**config.mk**
```make
export PLATFORM = sky130hd
export DESIGN_NAME = thb_ram
export DESIGN_NICKNAME = d
export VERILOG_FILES = /design/src/sv/thb_ram.sv
export SDC_FILE = /design/constraint.sdc
export NUM_CORES = 2
export LEC_CHECK = 0
export BUFFER_PORTS_ARGS = -buffer_cell sky130_fd_sc_hd__buf_2
export CAP_MARGIN = 20
export CORE_MARGIN = 3
export CORE_UTILIZATION = 45
export DETAILED_ROUTE_END_ITERATION = 8
export SLEW_MARGIN = 20
export SYNTH_ARGS = -nofsm -noshare
export SYNTH_HDL_FRONTEND = slang
export SYNTH_SLANG_ARGS = --single-unit
export TNS_END_PERCENT = 30
```
**constraint.sdc**
```tcl
create_clock -name clk_i -period 17.7 [get_ports clk_i]
set_input_delay 0.885 -clock clk_i [delete_from_list [all_inputs] [get_ports clk_i]]
set_output_delay 0.885 -clock clk_i [all_outputs]
set_load 0.005 [all_outputs]
```
**src/sv/thb_ram.sv**
```systemverilog
// Generic simple dual-port RAM: one write port, one read port, registered read.
// No dependencies.
module thb_ram #(
  parameter int unsigned WIDTH = 64,
  parameter int unsigned DEPTH = 64
) (
  input  logic                     clk_i,
  input  logic                     we_i,
  input  logic [$clog2(DEPTH)-1:0] waddr_i,
  input  logic [WIDTH-1:0]         wdata_i,
  input  logic                     re_i,
  input  logic [$clog2(DEPTH)-1:0] raddr_i,
  output logic [WIDTH-1:0]         rdata_o
);

  logic [WIDTH-1:0] mem [DEPTH];
  logic [WIDTH-1:0] rdata_q;

  always_ff @(posedge clk_i) begin
    if (we_i) begin
      mem[waddr_i] <= wdata_i;
    end
    if (re_i) begin
      rdata_q <= mem[raddr_i];
    end
  end

  assign rdata_o = rdata_q;

endmodule

```
# [After elaboration in Yosys (flattened, before gate mapping)]
# Memories as Yosys holds them, arrays and structs flattened. A register that Yosys moved wholly into a read port is not among the register bits.
# Index checks and enable logic that the tools add are counted.
[classes] reduce_logical=0 n_mux=2 n_bitwise=0 n_div=0 eq_ne=0 shifts=0 add_sub_neg=0 magnitude_cmp=0 n_mul=0
[op_table] op="$mux W1" n=2
[word_totals] word_cells=3 inputBits=79 memories=1 mem_bits_ro=0 ram_bits=4096 latchBits=0 output_inout_bits=64 register_bits=0
[memory_table] name="mem" words=64 width=64 rd=1 rd_ports_with_merged_regs=1 write_ports=1 line="16" rtl="logic [WIDTH-1:0] mem [DEPTH];"

# [Depth between registers and ports, before layout]
[logic_depth] depth_word=2 depth_mapped=9 ltp_nobuf=5

# [Worst setup path after synthesis]
# Ideal clock, no wire load.
[synth_timing] kind="input port to flip-flop" from="input waddr_i[3]" to="memory mem[48][0] (enable)" cell_stages=4 slack_ns=11.379 required_time_ns=17.136 n_path_buf=1 arrival_time_ns=5.757 setup_time_ns=0.564 path_cell_list="clkbuf_1 -> nor2b_1 -> nand4b_1 -> nor3_1"
[synth_lines] item="start: declaration" line="9" rtl="input logic [$clog2(DEPTH)-1:0] waddr_i,"
[synth_lines] item="end: declaration" line="16"
# No word-level cell before the write port.

==> summary.txt <==
Routing
  • ANT nets after route: 0
  • Drt initial violations: roughly 11000
  • Post-DR wirelength/cell: 37.19 microns
  • Vias: 76330
  • Final wirelength: ~440000 microns
  • Drt pass-1 iters: 8
  • Drt drc: 0
  • Drt via density: approximately 6.4

Place
  • Hpwl dp: between 200000 and 250000 microns
  • RD Place Congestion: about 0.76
  • IO buf count: ~140
  • Placed instance count: around 11000

STA
  • Tightest Pin Transition: approximately 1.2 ns
  • Worst Clk Skew: 0.05821 ns
  • Final Hold Fails: 0
  • Min Clock Period, post-route: 5.572 ns
  • Post-Route Setup TNS: 0 ns
  • Max-slew violation count: 0
  • Slew HR: between 10% and 20%
  • Final period util: between 30% and 40%
  • Final setup violation count: 0
  • RSZ-0062 raised after global routing: false
  • FMAX: 0.1795 GHz

Floorplanning
  • Die ar.: about 0.36 sq mm
  • Std cell rows: 216
  • Initial Util: around 45%
  • Die Span Y: 596.7 microns
  • Core ar.: between 0.3 and 0.4 sq mm
  • IO Pins: between 100 and 150
  • Die Width: 596.7 microns

Critical path
  • WS Path Type: in -> reg
  • Critical Path RT: about 18 ns
  • CP Capture Type: flip-flop
  • Crit path launch type: primary input
  • CP Max Fanout: 93
  • CP arrival: 6.24 ns

Finish
  • Area growth from synthesis to final layout: 12.78%
  • Post-Layout Cell Count: 11930
  • Share of layout cells above drive strength 1: between 20 and 30%
  • Final nets: 7075

Clock network
  • Clk pin slew, worst setup/hold paths: approximately 0.060 ns
  • Sink Count: 4160
  • CTS tree: built
  • Max Root-Sink Buffers: 4
  • Clock Latency Late Sink: slightly below 1 ns
  • CTS Buf Count: between 400 and 500
  • CTS Hold Bufs: 0
  • H-Tree Depth: 5
  • Post-CTS Resized: 0
  • Clk root buf: clkbuf_16
  • Post-CTS setup buffer count: 0

Global routing
  • Gr usage total: around a quarter
  • Antenna violations before repair: 50
  • First-pass GRT wire length: 617000 microns
  • Total grt overflow: 0
  • Largest net degree at the start of global routing: 130
  • Vias in the first global route: about 76000

Yosys
  • Ys flop type: edfxtp_1
  • Post-synthesis cell type count: 32
  • Sequential area share after synthesis: 79.57%
  • Flops & latches, synth: around 4200
  • Post-Syn Area: 0.1570 sq mm
  • Post-Syn Instances: between 6000 and 7000
  • Number of flops mapped to enable cells by yosys: between 4000 and 5000
  • Yosys Warn Count: 0
  • Syn Nets: 6677
  • Ys async rst share: 0%
  • Syn_area_per_cell: 23.79 sq um

Power
  • Total leakage power: ~0.055 uW
  • Cell Pwr Density: ~110 mW/mm^2
  • Switch share: a little over a fifth
  • Internal power: roughly 16000 uW
  • Clock Power Share: 41.5%
  • P_sw: 4279 uW
  • Comb pwr share: between 4 and 5%
  • Flop pwr share: 54.0%
  • Maximum VDD drop: just over 0.1 mV

Job
  • Max Cap Violations: 0

Run status
  • Status: finished, final reports clean

Min path
  • Worst min path class: in -> reg
## placed cells by master, fill, tap and decap left out, drive strengths merged, types with 45 or more instances in the layout
master	count
edfxtp	4160
mux2i	135
clkbuf	503
nor2	112
a211oi	63
nand2	58
a22oi	168
a22o	88
buf	354
mux4	1024
nand3	45
and3	64
clkinv	205
o22ai	83
## final timing paths
kind | from | to | slack [ns] | cells after the start
min | wdata_i[33] | mem[26][33]$_DFFE_PP_ | 0.32 | 1
max | raddr_i[0] | rdata_o[8]$_DFFE_PP_ | 12.13 | 10
max reg2reg | mem[8][14]$_DFFE_PP_ | rdata_o[14]$_DFFE_PP_ | 15.50 | 5
min reg2reg | mem[39][32]$_DFFE_PP_ | rdata_o[32]$_DFFE_PP_ | 0.92 | 4
## cell usage after synthesis (29+ instances only)
library cell / n / area, sq um
edfxtp_1: 4160 / 124900
mux4_2: 1024 / 23060
buf_2: 170 / 850.8
a22oi_1: 168 / 1261
clkbuf_1: 140 / 525.5
mux2i_1: 135 / 1351
nor2_1: 112 / 420.4
a22o_1: 88 / 770.7
o22ai_1: 83 / 519.3
and3_1: 64 / 400.4
a211oi_1: 63 / 473.0
nand2_1: 58 / 217.7
nand3_1: 45 / 225.2
o221ai_1: 38 / 332.8
buf_4: 34 / 255.2
or3_1: 29 / 181.4
## registers in the layout, indices dropped and copies added, names as in the netlist
register,flops
mem,4096
rdata_o,64
## power groups by stage
stage	clock network (uW)	registers [uW]	logic, uW
after floorplan	0	11200	508
after global placement	0	11200	886
after detailed placement	0	11200	904
after CTS	8550	11000	904
after global routing	8940	11000	957
final	8430	11000	899
## layout make-up
cell class / instances / area [sq um]
fill: 26810 / 169700
inverter: 19 / 71.32
timing repair buffer: 354 / 2587
sequential: 4160 / 124900
clock inverter: 244 / 2046
antenna: 23 / 57.56
multi-input combinational: 2049 / 30800
clock buffer: 503 / 10840
tap: 4578 / 5728
## layer usage
metal	vias to the layer above	global-route usage, %	wire length (microns)
met1	42210	36.17	176900
met5	-	0	81
met4	12	6.496	12480
met3	644	4.188	41150
met2	4072	39.38	213100
li1	29390	-	-
## per-stage QoR
step | hold WS (ns) | power (uW) | setup slack, ns | utilization [%] | instance area [sq um]
2_1_floorplan | 0.8648 | 11670 | 11.38 | - | 157000
3_3_place_gp | 0.9034 | 12060 | 11.05 | 47.28 | 163900
3_5_place_dp | 0.9138 | 12080 | 11.04 | 47.29 | 164000
4_1_cts | 0.5093 | 20420 | 12.08 | 51.00 | 176900
5_1_grt | 0.2985 | 20870 | 11.64 | 51.05 | 177000
6_report | 0.3172 | 20290 | 12.13 | 51.06 | 177100
## cells by family (layout without fill, tap and decap cells)
logic type             count (synthesis)  in the layout  synth area share, %
AO/OA/AOI/OAI                        504            504                2.467
buffers and inverters                389           1120                1.176
flip-flops                          4160           4160                79.57
multiplexers                        1159           1159                15.55
other                                  0             23                    0
AND/OR/NAND/NOR                      386            386                1.235
## critical path: stages
cell	delay (ns)
buf_12	0.49
buf_4	0.73
buf_4	0.78
buf_4	0.64
buf_4	0.84
mux4_2	0.60
mux2i_1	0.14
nand2_1	0.09
a41oi_1	0.53
a211oi_1	0.08
Note: power is estimated with default switching activity, not from simulation.
